$ cat config.mk
export PLATFORM = sky130hd
export DESIGN_NAME = sha2_round
export DESIGN_NICKNAME = d
export VERILOG_FILES = /design/src/hdl/sha2_pkg.sv /design/src/hdl/sha2_round.sv
export SDC_FILE = /design/constraint.sdc
export NUM_CORES = 2
export LEC_CHECK = 0
export BUFFER_PORTS_ARGS = -buffer_cell sky130_fd_sc_hd__buf_2
export CAP_MARGIN = 10
export CORE_AREA = 2 2 553 555
export DETAILED_ROUTE_END_ITERATION = 10
export DIE_AREA = 0 0 555 557
export PLACE_DENSITY = 0.31
export REMOVE_ABC_BUFFERS = 1
export SYNTH_ARGS = -nofsm -noshare
export SYNTH_HDL_FRONTEND = slang
export SYNTH_SLANG_ARGS = --single-unit
$ cat constraint.sdc
create_clock -name vclk -period 29.1
set_input_delay 5.82 -clock vclk [all_inputs]
set_output_delay 5.82 -clock vclk [all_outputs]
set_load 0.01 [all_outputs]
$ cat src/hdl/sha2_pkg.sv
// ----------------------------------------------------------------------------
// SHA-2 package
// Round constants, initial vectors and helper functions shared by the engine.
// ----------------------------------------------------------------------------
package sha2_pkg;

  localparam int RoundsNarrow = 64;
  localparam int RoundsWide   = 80;

  typedef enum logic [1:0] {
    VarSha224 = 2'd0,
    VarSha256 = 2'd1,
    VarSha384 = 2'd2,
    VarSha512 = 2'd3
  } variant_t;

  localparam logic [1:0] VariantReset = 2'd1;

  localparam logic [63:0] K64 [80] = '{
    64'h428a2f98d728ae22, 64'h7137449123ef65cd, 64'hb5c0fbcfec4d3b2f, 64'he9b5dba58189dbbc,
    64'h3956c25bf348b538, 64'h59f111f1b605d019, 64'h923f82a4af194f9b, 64'hab1c5ed5da6d8118,
    64'hd807aa98a3030242, 64'h12835b0145706fbe, 64'h243185be4ee4b28c, 64'h550c7dc3d5ffb4e2,
    64'h72be5d74f27b896f, 64'h80deb1fe3b1696b1, 64'h9bdc06a725c71235, 64'hc19bf174cf692694,
    64'he49b69c19ef14ad2, 64'hefbe4786384f25e3, 64'h0fc19dc68b8cd5b5, 64'h240ca1cc77ac9c65,
    64'h2de92c6f592b0275, 64'h4a7484aa6ea6e483, 64'h5cb0a9dcbd41fbd4, 64'h76f988da831153b5,
    64'h983e5152ee66dfab, 64'ha831c66d2db43210, 64'hb00327c898fb213f, 64'hbf597fc7beef0ee4,
    64'hc6e00bf33da88fc2, 64'hd5a79147930aa725, 64'h06ca6351e003826f, 64'h142929670a0e6e70,
    64'h27b70a8546d22ffc, 64'h2e1b21385c26c926, 64'h4d2c6dfc5ac42aed, 64'h53380d139d95b3df,
    64'h650a73548baf63de, 64'h766a0abb3c77b2a8, 64'h81c2c92e47edaee6, 64'h92722c851482353b,
    64'ha2bfe8a14cf10364, 64'ha81a664bbc423001, 64'hc24b8b70d0f89791, 64'hc76c51a30654be30,
    64'hd192e819d6ef5218, 64'hd69906245565a910, 64'hf40e35855771202a, 64'h106aa07032bbd1b8,
    64'h19a4c116b8d2d0c8, 64'h1e376c085141ab53, 64'h2748774cdf8eeb99, 64'h34b0bcb5e19b48a8,
    64'h391c0cb3c5c95a63, 64'h4ed8aa4ae3418acb, 64'h5b9cca4f7763e373, 64'h682e6ff3d6b2b8a3,
    64'h748f82ee5defb2fc, 64'h78a5636f43172f60, 64'h84c87814a1f0ab72, 64'h8cc702081a6439ec,
    64'h90befffa23631e28, 64'ha4506cebde82bde9, 64'hbef9a3f7b2c67915, 64'hc67178f2e372532b,
    64'hca273eceea26619c, 64'hd186b8c721c0c207, 64'heada7dd6cde0eb1e, 64'hf57d4f7fee6ed178,
    64'h06f067aa72176fba, 64'h0a637dc5a2c898a6, 64'h113f9804bef90dae, 64'h1b710b35131c471b,
    64'h28db77f523047d84, 64'h32caab7b40c72493, 64'h3c9ebe0a15c9bebc, 64'h431d67c49c100d4c,
    64'h4cc5d4becb3e42b6, 64'h597f299cfc657e2a, 64'h5fcb6fab3ad6faec, 64'h6c44198c4a475817
  };

  localparam logic [63:0] IV384 [8] = '{
    64'hcbbb9d5dc1059ed8, 64'h629a292a367cd507, 64'h9159015a3070dd17, 64'h152fecd8f70e5939,
    64'h67332667ffc00b31, 64'h8eb44a8768581511, 64'hdb0c2e0d64f98fa7, 64'h47b5481dbefa4fa4
  };
  localparam logic [63:0] IV512 [8] = '{
    64'h6a09e667f3bcc908, 64'hbb67ae8584caa73b, 64'h3c6ef372fe94f82b, 64'ha54ff53a5f1d36f1,
    64'h510e527fade682d1, 64'h9b05688c2b3e6c1f, 64'h1f83d9abfb41bd6b, 64'h5be0cd19137e2179
  };

  function automatic logic [63:0] initial_word(input logic [1:0] v, input logic [2:0] i);
    logic [63:0] r;
    unique case (v)
      VarSha224: r = {32'd0, IV384[i][31:0]};
      VarSha256: r = {32'd0, IV512[i][63:32]};
      VarSha384: r = IV384[i];
      default:   r = IV512[i];
    endcase
    return r;
  endfunction

  function automatic logic [2:0] last_index(input logic [1:0] v);
    logic [2:0] r;
    unique case (v)
      VarSha224: r = 3'd6;
      VarSha384: r = 3'd5;
      default:   r = 3'd7;
    endcase
    return r;
  endfunction

endpackage

$ cat src/hdl/sha2_round.sv
// ----------------------------------------------------------------------------
// SHA-2 round unit
// One compression round and one schedule word, 32- or 64-bit arithmetic.
// ----------------------------------------------------------------------------
module sha2_round import sha2_pkg::*; (
  input  logic        wide,
  input  logic        expand,
  input  logic [63:0] w_cur,
  input  logic [63:0] w_x,
  input  logic [63:0] w_y,
  input  logic [63:0] w_9,
  input  logic [63:0] k,
  input  logic [63:0] wr_in [8],
  output logic [63:0] w_out,
  output logic [63:0] wr_out [8]
);

  function automatic logic [31:0] r32(input logic [31:0] x, input int s);
    return (x >> s) | (x << (32 - s));
  endfunction
  function automatic logic [63:0] r64(input logic [63:0] x, input int s);
    return (x >> s) | (x << (64 - s));
  endfunction

  logic [63:0] w;
  logic [63:0] a, b, c, d, e, f, g, h;
  logic [63:0] s0, s1, ch, maj, t1, t2;
  logic [31:0] w32;

  always_comb begin
    w32 = w_cur[31:0] + w_9[31:0]
        + (r32(w_x[31:0], 7) ^ r32(w_x[31:0], 18) ^ (w_x[31:0] >> 3))
        + (r32(w_y[31:0], 17) ^ r32(w_y[31:0], 19) ^ (w_y[31:0] >> 10));
    if (!expand) begin
      w = w_cur;
    end else if (wide) begin
      w = w_cur + w_9 + (r64(w_x, 1) ^ r64(w_x, 8) ^ (w_x >> 7))
        + (r64(w_y, 19) ^ r64(w_y, 61) ^ (w_y >> 6));
    end else begin
      w = {32'd0, w32};
    end
    a = wr_in[0]; b = wr_in[1]; c = wr_in[2]; d = wr_in[3];
    e = wr_in[4]; f = wr_in[5]; g = wr_in[6]; h = wr_in[7];
    if (wide) begin
      s1 = r64(e, 14) ^ r64(e, 18) ^ r64(e, 41);
      s0 = r64(a, 28) ^ r64(a, 34) ^ r64(a, 39);
    end else begin
      s1 = {32'd0, r32(e[31:0], 6) ^ r32(e[31:0], 11) ^ r32(e[31:0], 25)};
      s0 = {32'd0, r32(a[31:0], 2) ^ r32(a[31:0], 13) ^ r32(a[31:0], 22)};
    end
    ch  = (e & f) ^ (~e & g);
    maj = (a & b) ^ (a & c) ^ (b & c);
    t1  = h + s1 + ch + (wide ? k : {32'd0, k[63:32]}) + w;
    t2  = s0 + maj;
    w_out = w;
    wr_out[7] = g; wr_out[6] = f; wr_out[5] = e;
    wr_out[3] = c; wr_out[2] = b; wr_out[1] = a;
    wr_out[4] = wide ? d + t1 : {32'd0, d[31:0] + t1[31:0]};
    wr_out[0] = wide ? t1 + t2 : {32'd0, t1[31:0] + t2[31:0]};
  end

endmodule

==> impl_metrics.ini <==
[status]
outcome = finished, final reports clean

[setup_path]
cp-end-kind = primary output
cp_data_required_time_ns = 23.28
path_max_fanout = 7
cp-start-kind = input pin
cp_common_cell = fa_1
worst_path_max_delay_cell = a211oi_1
cp-startpoint = w_x[9]
critPathMaxStageDelay_ns = 0.83
crit_end = wr_out[510]
crit_type = input pin to primary output
cp.arrival_ns = 19.12

[cells_and_area]
drive_above_1_share_pct = 25.11
nFillCells = 35030
clock_buffers = 0
design.seq.count = 0
final_design_area_no_fill_um2 = 50550
syn_to_final_growth_pct = 21.06
seqCellArea_um2 = 0
num-nets-final = 7874

[detailed_routing]
drt_iter0_markers = 2616
viasPerCell = 4.105
routedWlPerCell_um = 34.86
ant_nets = 0
drt_wl_total_um = 360200
first_pass_iters = 5
vias = 42420
drc_errors = 0

[placement]
io_buffers = 1410
gp_congestion = 0.9766
post_dp_cell_area_um2 = 50480
hpwl_um = 334600

[timing]
final-setup-viol-count = 0
fin_crit_ns = 24.94
finalSetupTns_ns = 0
hold_viol = 0
slew_headroom_pct = 15.88
fmax_ghz = 0.04010
drv_slew = 0
rsz0062_at_grt = false
tightest_slew_ns = 1.230
finalCritPeriodShare_pct = 85.70

[min_path]
hold_depth = 2
worstHoldPathType = input pin to primary output

[synthesis]
synth_area_leader_cell = fa_1
synthTopCellsByCount = xnor2_1 (684), inv_1 (675), a21oi_1 (410)
synth_most_common_cell = xnor2_1
synth_area_um2 = 41760
synth_area_leaders = fa_1 (18%), xnor2_1 (14%), ha_1 (10%), xor2_1 (7.1%), buf_4 (6.9%)
synth_area_per_cell_um2 = 7.635
ys.warnings.count = 0
yosysTopAreaCellShare_pct = 18.17
ys_seq_area_share_pct = 0
ys_types = 87
synth_cells = 5469

[floorplanning]
dieHeight_um = 557
rows = 203
io_pins = 1410
start_util_pct = 13.73
dieArea_um2 = 309100
die_w_um = 555
core_area_um2 = 304000

[global_routing]
grt_pass1_vias = 44710
antenna_found_initial = 106
track_usage_pct = 22.34
overflow = 0
grt_pass1_wl_um = 453200
grt_max_degree = 105

[cts]
cts_resized = 0
cts_hold_buf = 0
post-cts-setup-buffers = 0

[flow_run]
maxCapViolCount = 0
worst max-delay path, delay by kind of cell:
family / cells / cell delay, ns
AOI/OAI and AO/OA: 22 / 6.01
and+or+nand+nor: 7 / 1.51
adders and majority gates: 9 / 4.07
xor gates and xnor gates: 4 / 0.75
buffers and inverters: 7 / 0.76
muxes: 1 / 0.19
layer usage:
layer	part of all wire [%]	track usage [%]
met5	0.040	0
met3	5.8	4.644
met4	5.3	9.492
met2	51	41.45
met1	38	24.37
worst min-delay path by stage:
stage,start,to,slack [ns]
after floorplan,wr_in[64],wr_out[0],11.64
after global placement,wr_in[177],wr_out[113],11.84
after detailed placement,wr_in[177],wr_out[113],11.84
after CTS,wr_in[94],wr_out[30],11.84
after global routing,wr_in[94],wr_out[30],11.84
final,wr_in[94],wr_out[30],11.84
area by class of cell:
type | count | area (µm²) | area share, %
Multi-Input combinational cell | 4169 | 35440 | 70.11
Inverter | 676 | 2542 | 5.029
Antenna cell | 28 | 70.07 | 0.1386
Tap cell | 3997 | 5001 | 9.893
Timing Repair Buffer | 1464 | 7496 | 14.83
cell families after synthesis:
logic type / count (synthesis) / synth area share [%]
AND/OR/NAND/NOR: 974 / 10.83
multiplexers: 106 / 2.754
buffers and inverters: 1300 / 15.18
XOR/XNOR: 1026 / 21.59
adder cells (fa/ha/maj): 793 / 30.19
AO/OA/AOI/OAI: 1270 / 19.46
through the flow:
stage / util [%] / instances / setup WS [ns] / hold slack [ns]
6_report: 16.63 / 10330 / 4.162 / 11.84
5_1_grt: 16.61 / 10320 / 3.415 / 11.84
4_1_cts: 16.60 / 10310 / 3.959 / 11.84
3_5_place_dp: 16.60 / 10310 / 4.022 / 11.84
3_3_place_gp: 16.60 / 10310 / 3.968 / 11.84
2_1_floorplan: - / 4845 / 7.105 / 11.64
placed cells by master (no fill, tap or decap), drive strengths merged, types with 31 or more instances in the layout:
cell	netlist	layout
and2	35	35
nand4	46	46
and3	37	37
fa	379	379
buf	396	1463
nand3	71	71
a21o	239	239
xor2	340	340
o21ai	223	223
ha	350	350
a21oi	417	417
a31oi	43	43
nand2	268	268
nor2	334	334
o21a	48	48
xnor2	684	684
inv	676	676
nand2b	46	46
mux2	71	71
o21bai	56	56
nor3	45	45
nor2b	40	40
a211oi	31	31
maj3	64	64
mux2i	35	35
Power is left out: the tool's default activity adds up to more than one toggle a clock period on the data nets, which glitch-free logic cannot reach.
